## config.mk

```make
export PLATFORM = sky130hd
export DESIGN_NAME = battery_soc_from_adc
export DESIGN_NICKNAME = d
export VERILOG_FILES = /design/src/hdl/bsoc_pkg.sv /design/src/hdl/bsoc_scale.sv /design/src/hdl/bsoc_div.sv /design/src/hdl/bsoc_charge.sv /design/src/hdl/battery_soc_from_adc.sv
export SDC_FILE = /design/constraint.sdc
export NUM_CORES = 2
export LEC_CHECK = 0
export BUFFER_PORTS_ARGS = -buffer_cell sky130_fd_sc_hd__buf_2
export CELL_PAD_IN_SITES_DETAIL_PLACEMENT = 1
export CELL_PAD_IN_SITES_GLOBAL_PLACEMENT = 1
export CORE_UTILIZATION = 45
export DETAILED_ROUTE_END_ITERATION = 8
export GPL_ROUTABILITY_DRIVEN = 0
export PLACE_DENSITY = 0.75
export SYNTH_ARGS = -nofsm -noshare
export SYNTH_HDL_FRONTEND = slang
export SYNTH_SLANG_ARGS = --single-unit
```

## constraint.sdc

```tcl
create_clock -name i_clk -period 14.2 [get_ports i_clk]
set_clock_uncertainty 0.05 [all_clocks]
set_input_delay 2.84 -clock i_clk [delete_from_list [all_inputs] [get_ports i_clk]]
set_output_delay 2.84 -clock i_clk [all_outputs]
set_load 0.01 [all_outputs]
```

## src/hdl/bsoc_pkg.sv

```systemverilog
// ----------------------------------------------------------------------------
// bsoc_pkg: shared constants, tables and types
// Widths of the scaling datapath, the divider layout, the charge curve
// and the configuration register codes.
// ----------------------------------------------------------------------------
`default_nettype none

package bsoc_pkg;

    // ADC resolution; the sample field itself is always 12 bits wide
    localparam int ADC_BITS   = 12;
    localparam int RAW_W      = 12;
    localparam int FS_W       = 16;
    localparam int RATIO_W    = 8;
    localparam int MUL1_W     = RAW_W + FS_W;
    localparam int VADC_W     = MUL1_W - ADC_BITS;
    localparam int PROD_W     = VADC_W + RATIO_W;

    // Divider: four quotient bits resolved per pipeline stage
    localparam int DIV_STEP   = 4;
    localparam int DIV_STAGES = (PROD_W + DIV_STEP - 1) / DIV_STEP;
    localparam int DIV_W      = DIV_STAGES * DIV_STEP;

    // Output widths and the compare width of the charge lookup
    localparam int MV_W       = 24;
    localparam int CMP_W      = (PROD_W > MV_W) ? PROD_W : MV_W;
    localparam int PCT_W      = 7;
    localparam logic [MV_W-1:0] BAT_MV_MAX = 24'd16711425;

    // Two multiplier stages, the divider, two lookup stages
    localparam int LATENCY    = 2 + DIV_STAGES + 2;

    // Discharge curve: breakpoints from the top, in millivolts
    localparam int SOC_POINTS = 11;
    localparam int SEGS       = SOC_POINTS - 1;
    localparam int SEG_W      = 4;
    localparam int TBL_MV_W   = 13;
    localparam int OFS_W      = 9;
    localparam int STEP_W     = 6;
    localparam int THR_W      = 10;
    localparam int FRAC_W     = 4;
    localparam int FRAC_MAX   = 9;

    localparam logic [TBL_MV_W-1:0] SOC_MV [SOC_POINTS] = '{
        13'd4200, 13'd4050, 13'd3950, 13'd3850, 13'd3800, 13'd3750,
        13'd3700, 13'd3650, 13'd3550, 13'd3400, 13'd3000
    };

    // Percentage at the low end of each segment
    localparam logic [PCT_W-1:0] SEG_PCT_LO [SEGS] = '{
        7'd90, 7'd80, 7'd70, 7'd60, 7'd50, 7'd40, 7'd30, 7'd20, 7'd10, 7'd0
    };

    // Millivolts per whole percent inside each segment (span / 10)
    localparam logic [STEP_W-1:0] SEG_STEP [SEGS] = '{
        6'd15, 6'd10, 6'd10, 6'd5, 6'd5, 6'd5, 6'd5, 6'd10, 6'd15, 6'd40
    };

    localparam logic [PCT_W-1:0] PCT_FULL  = 7'd100;
    localparam logic [PCT_W-1:0] PCT_EMPTY = 7'd0;

    // Voltage class found by the segment search
    localparam logic [1:0] CLS_EMPTY = 2'd0;
    localparam logic [1:0] CLS_FULL  = 2'd1;
    localparam logic [1:0] CLS_SEG   = 2'd2;

    // Configuration register indexes
    localparam int CFG_IDX_W  = 2;
    localparam int CFG_DATA_W = 16;
    localparam logic [CFG_IDX_W-1:0] CFG_FULL_SCALE = 2'd0;
    localparam logic [CFG_IDX_W-1:0] CFG_DIV_NUM    = 2'd1;
    localparam logic [CFG_IDX_W-1:0] CFG_DIV_DEN    = 2'd2;

    localparam logic [FS_W-1:0]    FS_RESET  = 16'd3600;
    localparam logic [RATIO_W-1:0] NUM_RESET = 8'd2;
    localparam logic [RATIO_W-1:0] DEN_RESET = 8'd1;

    // Scaling settings as seen by the datapath
    typedef struct packed {
        logic [FS_W-1:0]    full_scale;
        logic [RATIO_W-1:0] num;
        logic [RATIO_W-1:0] den;
    } t_cfg;

endpackage

`default_nettype wire

```

## src/hdl/bsoc_scale.sv

```systemverilog
// ----------------------------------------------------------------------------
// bsoc_scale: ADC sample to scaled dividend
// Stage one multiplies the sample by full scale, stage two drops the ADC
// fraction bits and multiplies by the divider numerator.
// ----------------------------------------------------------------------------
`default_nettype none

module bsoc_scale (
    input  wire                          i_clk,
    input  wire                          i_rst_n,
    input  wire                          i_valid,
    input  wire [bsoc_pkg::RAW_W-1:0]    i_raw,
    input  bsoc_pkg::t_cfg               i_cfg,
    output logic                         o_valid,
    output logic [bsoc_pkg::PROD_W-1:0]  o_prod
);
    import bsoc_pkg::*;

    logic              r_v1;
    logic              r_v2;
    logic [MUL1_W-1:0] r_p1;
    logic [PROD_W-1:0] r_p2;
    logic [VADC_W-1:0] v_adc;

    // Truncate to millivolts at the pin
    assign v_adc = r_p1[MUL1_W-1:ADC_BITS];

    // Advance valid bits
    always_ff @(posedge i_clk) begin
        if (!i_rst_n) begin
            r_v1 <= 1'b0;
            r_v2 <= 1'b0;
        end else begin
            r_v1 <= i_valid;
            r_v2 <= r_v1;
        end
    end

    // Multiply by full scale, then by the divider numerator
    always_ff @(posedge i_clk) begin
        r_p1 <= MUL1_W'(i_raw) * MUL1_W'(i_cfg.full_scale);
        r_p2 <= PROD_W'(v_adc) * PROD_W'(i_cfg.num);
    end

    assign o_valid = r_v2;
    assign o_prod  = r_p2;

endmodule

`default_nettype wire

```

## src/hdl/bsoc_div.sv

```systemverilog
// ----------------------------------------------------------------------------
// bsoc_div: pipelined restoring divider
// Divides the scaled product by the divider denominator, resolving a few
// quotient bits per stage, most significant first.
// ----------------------------------------------------------------------------
`default_nettype none

module bsoc_div (
    input  wire                          i_clk,
    input  wire                          i_rst_n,
    input  wire                          i_valid,
    input  wire [bsoc_pkg::PROD_W-1:0]   i_dividend,
    input  wire [bsoc_pkg::RATIO_W-1:0]  i_den,
    output logic                         o_valid,
    output logic [bsoc_pkg::PROD_W-1:0]  o_quot
);
    import bsoc_pkg::*;

    // Stage inputs: index 0 is the module input, index s+1 is stage s
    logic               a_vld [DIV_STAGES+1];
    logic [DIV_W-1:0]   a_dvd [DIV_STAGES+1];
    logic [DIV_W-1:0]   a_quo [DIV_STAGES+1];
    logic [RATIO_W-1:0] a_rem [DIV_STAGES+1];

    logic               r_vld [DIV_STAGES];
    logic [DIV_W-1:0]   r_dvd [DIV_STAGES];
    logic [DIV_W-1:0]   r_quo [DIV_STAGES];
    logic [RATIO_W-1:0] r_rem [DIV_STAGES];

    logic [DIV_W-1:0]   n_dvd [DIV_STAGES];
    logic [DIV_W-1:0]   n_quo [DIV_STAGES];
    logic [RATIO_W-1:0] n_rem [DIV_STAGES];

    assign a_vld[0] = i_valid;
    assign a_dvd[0] = DIV_W'(i_dividend);
    assign a_quo[0] = '0;
    assign a_rem[0] = '0;

    for (genvar s = 0; s < DIV_STAGES; s++) begin : g_link
        assign a_vld[s+1] = r_vld[s];
        assign a_dvd[s+1] = r_dvd[s];
        assign a_quo[s+1] = r_quo[s];
        assign a_rem[s+1] = r_rem[s];
    end

    // Shift in dividend bits, subtract the denominator where it fits
    always_comb begin
        logic [RATIO_W:0]   t;
        logic [RATIO_W-1:0] rem;
        logic [DIV_W-1:0]   dvd;
        logic [DIV_W-1:0]   quo;
        logic               qbit;
        for (int s = 0; s < DIV_STAGES; s++) begin
            rem = a_rem[s];
            dvd = a_dvd[s];
            quo = a_quo[s];
            for (int b = 0; b < DIV_STEP; b++) begin
                t   = {rem, dvd[DIV_W-1]};
                dvd = {dvd[DIV_W-2:0], 1'b0};
                if (t >= {1'b0, i_den}) begin
                    rem  = RATIO_W'(t - {1'b0, i_den});
                    qbit = 1'b1;
                end else begin
                    rem  = t[RATIO_W-1:0];
                    qbit = 1'b0;
                end
                quo = {quo[DIV_W-2:0], qbit};
            end
            n_rem[s] = rem;
            n_dvd[s] = dvd;
            n_quo[s] = quo;
        end
    end

    // Advance valid bits
    always_ff @(posedge i_clk) begin
        if (!i_rst_n) begin
            for (int s = 0; s < DIV_STAGES; s++) begin
                r_vld[s] <= 1'b0;
            end
        end else begin
            for (int s = 0; s < DIV_STAGES; s++) begin
                r_vld[s] <= a_vld[s];
            end
        end
    end

    // Advance partial results
    always_ff @(posedge i_clk) begin
        for (int s = 0; s < DIV_STAGES; s++) begin
            r_dvd[s] <= n_dvd[s];
            r_quo[s] <= n_quo[s];
            r_rem[s] <= n_rem[s];
        end
    end

    assign o_valid = r_vld[DIV_STAGES-1];
    assign o_quot  = r_quo[DIV_STAGES-1][PROD_W-1:0];

endmodule

`default_nettype wire

```

## src/hdl/bsoc_charge.sv

```systemverilog
// ----------------------------------------------------------------------------
// bsoc_charge: state of charge lookup
// Stage one saturates the voltage and finds the curve segment; stage two
// counts whole percent steps above the segment floor.
// ----------------------------------------------------------------------------
`default_nettype none

module bsoc_charge (
    input  wire                          i_clk,
    input  wire                          i_rst_n,
    input  wire                          i_valid,
    input  wire [bsoc_pkg::PROD_W-1:0]   i_mv,
    output logic                         o_valid,
    output logic [bsoc_pkg::PCT_W-1:0]   o_charge,
    output logic [bsoc_pkg::MV_W-1:0]    o_mv
);
    import bsoc_pkg::*;

    logic [CMP_W-1:0]  v_ext;
    logic [1:0]        n_cls;
    logic [SEG_W-1:0]  n_seg;
    logic [OFS_W-1:0]  n_ofs;
    logic [MV_W-1:0]   n_mv;
    logic [FRAC_W-1:0] frac;
    logic [PCT_W-1:0]  n_charge;

    logic              r_va;
    logic              r_vb;
    logic [1:0]        r_cls;
    logic [SEG_W-1:0]  r_seg;
    logic [OFS_W-1:0]  r_ofs;
    logic [MV_W-1:0]   r_mv_a;
    logic [MV_W-1:0]   r_mv_b;
    logic [PCT_W-1:0]  r_charge;

    assign v_ext = CMP_W'(i_mv);

    // Saturate the reported voltage
    assign n_mv = (v_ext > CMP_W'(BAT_MV_MAX)) ? BAT_MV_MAX : v_ext[MV_W-1:0];

    // Classify the voltage and find its segment and offset above the floor
    always_comb begin
        n_seg = '0;
        n_ofs = '0;
        for (int i = 0; i < SEGS; i++) begin
            if (v_ext >= CMP_W'(SOC_MV[i+1]) && v_ext < CMP_W'(SOC_MV[i])) begin
                n_seg = SEG_W'(i);
                n_ofs = OFS_W'(v_ext[TBL_MV_W-1:0] - SOC_MV[i+1]);
            end
        end
        if (v_ext >= CMP_W'(SOC_MV[0])) begin
            n_cls = CLS_FULL;
        end else if (v_ext < CMP_W'(SOC_MV[SOC_POINTS-1])) begin
            n_cls = CLS_EMPTY;
        end else begin
            n_cls = CLS_SEG;
        end
    end

    // Count percent thresholds passed inside the segment
    always_comb begin
        logic [THR_W-1:0] thr;
        frac = '0;
        for (int k = 1; k <= FRAC_MAX; k++) begin
            thr = THR_W'(SEG_STEP[r_seg]) * THR_W'(k);
            if (THR_W'(r_ofs) >= thr) begin
                frac = frac + FRAC_W'(1);
            end
        end
        unique case (r_cls)
            CLS_FULL:  n_charge = PCT_FULL;
            CLS_EMPTY: n_charge = PCT_EMPTY;
            default:   n_charge = SEG_PCT_LO[r_seg] + PCT_W'(frac);
        endcase
    end

    // Advance valid bits
    always_ff @(posedge i_clk) begin
        if (!i_rst_n) begin
            r_va <= 1'b0;
            r_vb <= 1'b0;
        end else begin
            r_va <= i_valid;
            r_vb <= r_va;
        end
    end

    // Hold segment data, then the finished result
    always_ff @(posedge i_clk) begin
        r_cls    <= n_cls;
        r_seg    <= n_seg;
        r_ofs    <= n_ofs;
        r_mv_a   <= n_mv;
        r_mv_b   <= r_mv_a;
        r_charge <= n_charge;
    end

    assign o_valid  = r_vb;
    assign o_charge = r_charge;
    assign o_mv     = r_mv_b;

endmodule

`default_nettype wire

```

## src/hdl/battery_soc_from_adc.sv

```systemverilog
// ----------------------------------------------------------------------------
// battery_soc_from_adc: battery voltage and state of charge from ADC samples
// Scales a raw sample to pin millivolts, applies the divider ratio and
// interpolates the charge percentage on a fixed discharge curve.
//
//   Channel   Direction  Handshake                  Payload
//   sample    in         start high, busy low       i_raw_sample
//   result    out        o_valid, one cycle         o_charge_percent, o_battery_mv
//   config    in         i_cfg_valid & o_cfg_ready  i_cfg_index, i_cfg_data
//
// One request is accepted every cycle; busy stays low. Each result passes
// through 2 multiplier stages, one divider stage per four quotient bits and
// 2 lookup stages. Results hold for exactly one cycle and are never held
// back. Synchronous reset flushes all requests in flight and restores the
// register defaults; no clearing pass is needed.
// ----------------------------------------------------------------------------
`default_nettype none

module battery_soc_from_adc (
    input  wire                              i_clk,
    input  wire                              i_rst_n,
    input  wire                              start,
    output logic                             busy,
    input  wire [bsoc_pkg::RAW_W-1:0]        i_raw_sample,
    output logic                             o_valid,
    output logic [bsoc_pkg::PCT_W-1:0]       o_charge_percent,
    output logic [bsoc_pkg::MV_W-1:0]        o_battery_mv,
    input  wire                              i_cfg_valid,
    output logic                             o_cfg_ready,
    input  wire [bsoc_pkg::CFG_IDX_W-1:0]    i_cfg_index,
    input  wire [bsoc_pkg::CFG_DATA_W-1:0]   i_cfg_data
);
    import bsoc_pkg::*;

    logic [FS_W-1:0]    r_full_scale;
    logic [RATIO_W-1:0] r_num;
    logic [RATIO_W-1:0] r_den;
    t_cfg               cfg;

    logic               scl_valid;
    logic [PROD_W-1:0]  scl_prod;
    logic               div_valid;
    logic [PROD_W-1:0]  div_quot;

    assign busy        = 1'b0;
    assign o_cfg_ready = 1'b1;

    // Write configuration registers; unknown indexes are dropped
    always_ff @(posedge i_clk) begin
        if (!i_rst_n) begin
            r_full_scale <= FS_RESET;
            r_num        <= NUM_RESET;
            r_den        <= DEN_RESET;
        end else if (i_cfg_valid && o_cfg_ready) begin
            unique case (i_cfg_index)
                CFG_FULL_SCALE: r_full_scale <= i_cfg_data;
                CFG_DIV_NUM:    r_num        <= i_cfg_data[RATIO_W-1:0];
                CFG_DIV_DEN:    r_den        <= i_cfg_data[RATIO_W-1:0];
                default:        r_num        <= r_num;
            endcase
        end
    end

    // Treat a zero denominator as one
    always_comb begin
        cfg.full_scale = r_full_scale;
        cfg.num        = r_num;
        cfg.den        = (r_den == '0) ? RATIO_W'(1) : r_den;
    end

    bsoc_scale u_scale (
        .i_clk   (i_clk),
        .i_rst_n (i_rst_n),
        .i_valid (start && !busy),
        .i_raw   (i_raw_sample),
        .i_cfg   (cfg),
        .o_valid (scl_valid),
        .o_prod  (scl_prod)
    );

    bsoc_div u_div (
        .i_clk      (i_clk),
        .i_rst_n    (i_rst_n),
        .i_valid    (scl_valid),
        .i_dividend (scl_prod),
        .i_den      (cfg.den),
        .o_valid    (div_valid),
        .o_quot     (div_quot)
    );

    bsoc_charge u_charge (
        .i_clk    (i_clk),
        .i_rst_n  (i_rst_n),
        .i_valid  (div_valid),
        .i_mv     (div_quot),
        .o_valid  (o_valid),
        .o_charge (o_charge_percent),
        .o_mv     (o_battery_mv)
    );

endmodule

`default_nettype wire

```

* Word level (Yosys, flattened, before mapping)
Memories as Yosys holds them, arrays and structs flattened. A register that Yosys moved wholly into a read port is not among the register bits.
Index checks and enable logic that the tools add are counted.
** Word-level totals
- Input bits :: 34
- Memories kept :: 6
- Bits in read-only memories :: 208
- Word-level logic and storage cells :: 246
- Bits in writable memories :: 318
- Bits in latches :: 0
- Register bits :: 157
** Cells by class
- Add/sub/neg operators :: 43
- Div/mod/pow operators :: 0
- Shift-type cells :: 0
- Mux-type cells :: 90
- $lt $le $gt $ge :: 57
- $mul :: 7
- Equality and inequality tests :: 3
- Reductions and logical operators :: 18
- Bitwise operators :: 7
** Memories
- u_div.r_quo :: depth 6, width 24, rd ports 6, clocked after memory_dff 0, write ports 6, RTL line bsoc_div.sv:27 : logic [DIV_W-1:0] r_quo [DIV_STAGES];
- u_div.r_dvd :: depth 6, width 20, rd ports 5, clocked after memory_dff 0, write ports 6, RTL line bsoc_div.sv:26 : logic [DIV_W-1:0] r_dvd [DIV_STAGES];
- (name not given) :: depth 16, width 7, rd ports 1, clocked after memory_dff 0, write ports 0, RTL line bsoc_charge.sv:73 : default: n_charge = SEG_PCT_LO[r_seg] + PCT_W'(frac);
- (name not given) :: depth 16, width 6, rd ports 1, clocked after memory_dff 0, write ports 0, RTL line bsoc_charge.sv:65 : thr = THR_W'(SEG_STEP[r_seg]) * THR_W'(k);
- u_div.r_rem :: depth 6, width 8, rd ports 5, clocked after memory_dff 0, write ports 6, RTL line bsoc_div.sv:28 : logic [RATIO_W-1:0] r_rem [DIV_STAGES];
- u_div.r_vld :: depth 6, width 1, rd ports 6, clocked after memory_dff 1, write ports 6, RTL line bsoc_div.sv:25 : logic r_vld [DIV_STAGES];
** Operators with widths (count)
- greater-or-equal comparator 24 x 12 -> 1 bit, second input constant :: 10
- less-than comparator 24 x 12 -> 1 bit, second input constant :: 10
- greater-or-equal comparator 9 x 8 -> 1 bit :: 25
- 2-to-1 mux 8 bit :: 25
- subtractor 8 bit :: 23
- 2-to-1 mux 9 bit :: 10
- subtractor 9 bit, second input constant :: 6
- greater-or-equal comparator 9 bit :: 4
- 2-to-1 mux 1 bit :: 35
- 2-to-1 mux 4 bit :: 8
- adder 4 x 1 -> 4 bit, second input constant :: 7
- multiplier 12 x 16 -> 28 bit :: 1
- greater-or-equal comparator 24 x 13 -> 1 bit, second input constant :: 1
- greater-than comparator 24 bit, second input constant :: 1
- less-than comparator 24 x 13 -> 1 bit, second input constant :: 1
- multiplier 16 x 8 -> 24 bit :: 1
- multiplier 6 x 3 -> 9 bit, second input constant :: 2
- subtractor 9 x 7 -> 9 bit, second input constant :: 2
- subtractor 9 x 8 -> 9 bit, second input constant :: 2
- multiplier 6 x 2 -> 8 bit, second input constant :: 2
- 2-to-1 mux 7 bit :: 2
- case mux 7 bit (2 select lines) :: 1
- 2-to-1 mux 3 bit :: 4
- 2-to-1 mux 6 bit :: 2
- other kinds (20) :: 40

* Logic depth before layout (Yosys ltp)
- Depth in word-level cells :: 24
- Depth in mapped cells :: 50
- Gate-level depth less buffers :: 49

* Modules after synthesis
Synthesis repeated with hierarchy kept, for this count alone.
** Second synthesis, totals
- Cells, all modules :: 3498
- Area, all modules :: 31320.0 um2
** Modules (own cells, without submodules)
- bsoc_div :: instances 1, area an instance 12892.4 um2, cells each 1366
- bsoc_scale :: instances 1, area an instance 11030.6 um2, cells each 1260
- bsoc_charge :: instances 1, area an instance 6014.5 um2, cells each 730
- battery_soc_from_adc :: instances 1, area an instance 1382.6 um2, cells each 142

* Worst setup path after synthesis
Ideal clock, no wire load.
- Path kind :: reg-to-reg
- Start :: register r_den[1]
- End :: memory u_div.r_rem[4][4]
- Slack :: 4.365 ns
- Cell stages (with the launch flop) :: 49
- Path buffers :: 2
- Data required time :: 14.027 ns
- Data arrival time :: 9.661 ns
- Library setup time :: 0.123 ns
- Path through :: dfxtp_1 inv_1 a21o_1 ha_1 nand2b_1 a21o_1 a21oi_1 o21ai_1 a41oi_2 inv_2 clkbuf_8 o21ai_0 inv_1 ha_1 nor2b_1 o21ai_0 a21oi_1 o21ai_0 [13 not listed] o21ai_1 o21ai_0 or2b_2 nor2_2 mux2i_1 ha_1 nor2b_1 o21ai_0 a21boi_0 o21ai_0 nand2b_1 nand3_1 nand2_1 o21ai_0 or2b_2 nor3b_2 inv_2 mux2_1
** RTL lines
- from (decl) :: RTL line battery_soc_from_adc.sv:37 : logic [RATIO_W-1:0] r_den;
- from (signal assigned) :: RTL line battery_soc_from_adc.sv:58 : CFG_DIV_DEN: r_den <= i_cfg_data[RATIO_W-1:0];
- to (decl) :: RTL line bsoc_div.sv:28

==> impl_metrics.csv <==
group,metric,value,unit
run_status,status,"finished with violations",
run_status,violations,"DRC",
hold_path,min_from,"u_scale.o_prod[15]",
logic_synthesis,yosysSeqAreaShare,0.2237,
worst_setup_path,cp_common_cell,"o21ai_0",
worst_setup_path,critPathSlowestCell,"a21oi_1",
cts,cts_tree,"built",
hold_path,hold_class,"reg -> reg",
worst_setup_path,r2r_end,"u_div.r_rem[4][6]",
worst_setup_path,critPathRequiredTime,14.62,ns
logic_synthesis,syn_inst,3342,
global_routing,grt_max_degree,43,
worst_setup_path,cp-start-kind,"register",
global_routing,grt_use_total,0.2508,
drt,drc,16,
drt,routed_wl,82800,microns
worst_setup_path,reg2reg_depth,48,
logic_synthesis,synth_top_area_frac,0.2237,
global_routing,antenna_found_initial,4,
timing,setup_viol,0,
logic_synthesis,synth_area_leader_cell,"dfxtp_1",
logic_synthesis,yosys_warnings,0,
worst_setup_path,max_stage_delay,0.73,ns
drt,drtAntennaViolNets,0,
worst_setup_path,critical_path_class,"reg -> reg",
global_routing,grt_overflow,0,
global_routing,grt_pass1_vias,26194,
final_layout,drive_gt1_frac,0.08904,
final_layout,syn_to_final_growth,8.484,%
drt,viasPerCell,5.520,
timing,clock.fmax,0.08933,GHz
floorplan,rows,94,
drt,drtIter0Drc,1034,
final_layout,nets,4037,
logic_synthesis,synth_edf_count,0,
logic_synthesis,async_reset_ff_frac,0,
timing,slew_viol_final,0,
cts,clkLatencyLatePin,0.59,ns
logic_synthesis,synth.most_common_cell,"inv_1",
logic_synthesis,syn-cell-area,30070,sq um
floorplan,core_area,65980,sq um
cts,cts.sinks,336,
worst_setup_path,end_kind,"register",
hold_path,hold_end,"u_div.r_dvd[0][15]",
cts,cts_hold_buf,0,
logic_synthesis,synth.avg_cell_area,8.998,sq um
final_layout,diodes,0,
drt,dr.pass1.iters,7,
timing,period_needed,11.19,ns
placed_design,portBuffers,65,
logic_synthesis,ys_ff_latch,336,
floorplan,die-area,67860,sq um
floorplan,die_h,260.5,microns
floorplan,num_io_pins,68,
timing,tightest_slew,0.9712,ns
worst_setup_path,reg2reg_from,"r_den[1]",
hold_path,min_path_cells,0,
cts,cts_buffers,40,
cts,cts-root-buf,"clkbuf_16",
cts,htreeDepth,2,
timing,setup-tns-final,0,ns
timing,rsz0062_at_grt,"false",
cts,clk_pin_slew,0.06,ns
floorplan,start_util,0.4557,
final_layout,nFillCells,7629,
placed_design,hpwl,64510,microns
logic_synthesis,ys.flop_type,"dfxtp_1",
timing,hold_viol,0,
floorplan,die_w,260.5,microns
worst_setup_path,arrival,11.61,ns
cts,clockBufferDepth,3,
cts,ctsResizeCount,0,
drt,vias,23554,
logic_synthesis,synth.area.top_cells,"dfxtp_1 (22%), fa_1 (17%), ha_1 (16%)",
worst_setup_path,cp_max_fo,19,
global_routing,grt_pass1_wl,136000,microns
timing,min_period_over_period,0.7883,
logic_synthesis,yosysUniqueCellTypes,105,
logic_synthesis,synth_common_cells,"inv_1 (387), ha_1 (384), nand2_1 (371), dfxtp_1 (336), fa_1 (248)",
drt,routedWlPerCell,19.41,microns
worst_setup_path,rrSetupSlack,3.01,ns
flow_run,cap_viol_max_count,0,
timing,max_slew_margin,0.3525,
cts,post-cts-setup-buffers,0,
state kept, by name (all words and copies together), names as in the netlist:
signal / flops
u_charge.r_mv_a: 24
u_charge.r_va: 1
u_div.r_dvd: 60
u_scale.o_prod: 24
u_div.r_rem: 40
u_scale.o_valid: 1
r_num: 8
u_charge.o_valid: 1
u_div.r_quo: 84
u_charge.r_seg: 4
r_full_scale: 16
u_charge.r_cls: 2
r_den: 8
u_charge.r_ofs: 9
u_charge.o_mv: 24
u_charge.o_charge: 7
u_div.r_vld: 6
u_scale.r_v1: 1
u_scale.r_p1: 16
cell type report:
class	instances	area [sq um]	area share
multi-input cells	2514	21480	0.6584
flip-flops and latches	336	6726	0.2062
inverters	397	1493	0.04576
well taps	864	1081	0.03314
clock buffers	47	1067	0.03272
repair buffers	82	452.9	0.01388
clock inverters	27	322.8	0.009896
stage by stage:
step | area, sq um | worst slack (ns) | utilization | hold WS, ns | std cells
after floorplan | 30080 | 4.365 | - | 0.2596 | 3344
after global placement | 31230 | 3.603 | 0.4733 | 0.2607 | 4193
after detailed placement | 31230 | 3.065 | 0.4733 | 0.2632 | 4193
after CTS | 32620 | 3.049 | 0.4944 | 0.2619 | 4267
after global routing | 32620 | 1.951 | 0.4944 | 0.2601 | 4267
final | 32620 | 3.006 | 0.4944 | 0.2516 | 4267
layout by cell type, fill, tap and decap left out, types with 21 or more instances in the layout:
master / Yosys / routed
fa_1: 248 / 248
buf_2: 3 / 65
o21bai_1: 21 / 21
nand3_1: 46 / 46
mux2_2: 79 / 79
nand4_1: 37 / 37
nand2b_1: 53 / 53
a21o_1: 51 / 51
a21boi_0: 28 / 28
xnor2_1: 119 / 119
a21oi_1: 167 / 167
clkbuf_16: 0 / 40
o21a_1: 24 / 24
mux2i_1: 40 / 40
ha_1: 384 / 384
nor2_1: 162 / 162
nand2_1: 371 / 371
nor2b_1: 60 / 60
and2_1: 147 / 147
inv_1: 387 / 387
dfxtp_1: 336 / 336
o21ai_0: 137 / 137
nor3_1: 26 / 26
xor2_1: 55 / 55
layer usage:
metal / routed length, microns / track usage
met1: 35050 / 0.2987
met2: 42180 / 0.4605
met3: 2784 / 0.03030
met4: 2793 / 0.08869
met5: 0 / 0
critical path: cells and delay by family (launching register included):
kind | cells | cell delay, ns
mux | 2 | 0.74
compound gates | 22 | 5.14
buf+inv | 7 | 1.27
simple gates | 13 | 2.34
flops | 1 | 0.31
fa+ha+maj | 4 | 1.22
logic make-up (layout without fill, tap and decap cells):
group	Yosys count	count (layout)	synth area share
compound gates	591	591	0.1291
fa+ha+maj	632	632	0.3249
xor+xnor	176	176	0.05197
mux	127	127	0.04639
buf+inv	494	553	0.06246
simple gates	984	984	0.1613
other cells	2	4	0.0002497
flops	336	336	0.2237
how the worst max path moves through the flow:
| stage | startpoint | to | slack (ns) | cells after the start |
|---|---|---|---|---|
| 3_5_place_dp | r_den[1] | u_div.r_rem[4][7] | 3.07 | 48 |
| 5_1_grt | r_den[1] | u_div.r_rem[4][6] | 1.95 | 48 |
| 4_1_cts | r_den[1] | u_div.r_rem[4][6] | 3.05 | 48 |
| 3_3_place_gp | r_den[1] | u_div.r_rem[4][5] | 3.60 | 48 |
| 6_report | r_den[1] | u_div.r_rem[4][6] | 3.01 | 48 |
| 2_1_floorplan | r_den[1] | u_div.r_rem[4][4] | 4.37 | 48 |
Power is left out: the tool's default activity adds up to more than one toggle a clock period on the data nets, which glitch-free logic cannot reach.
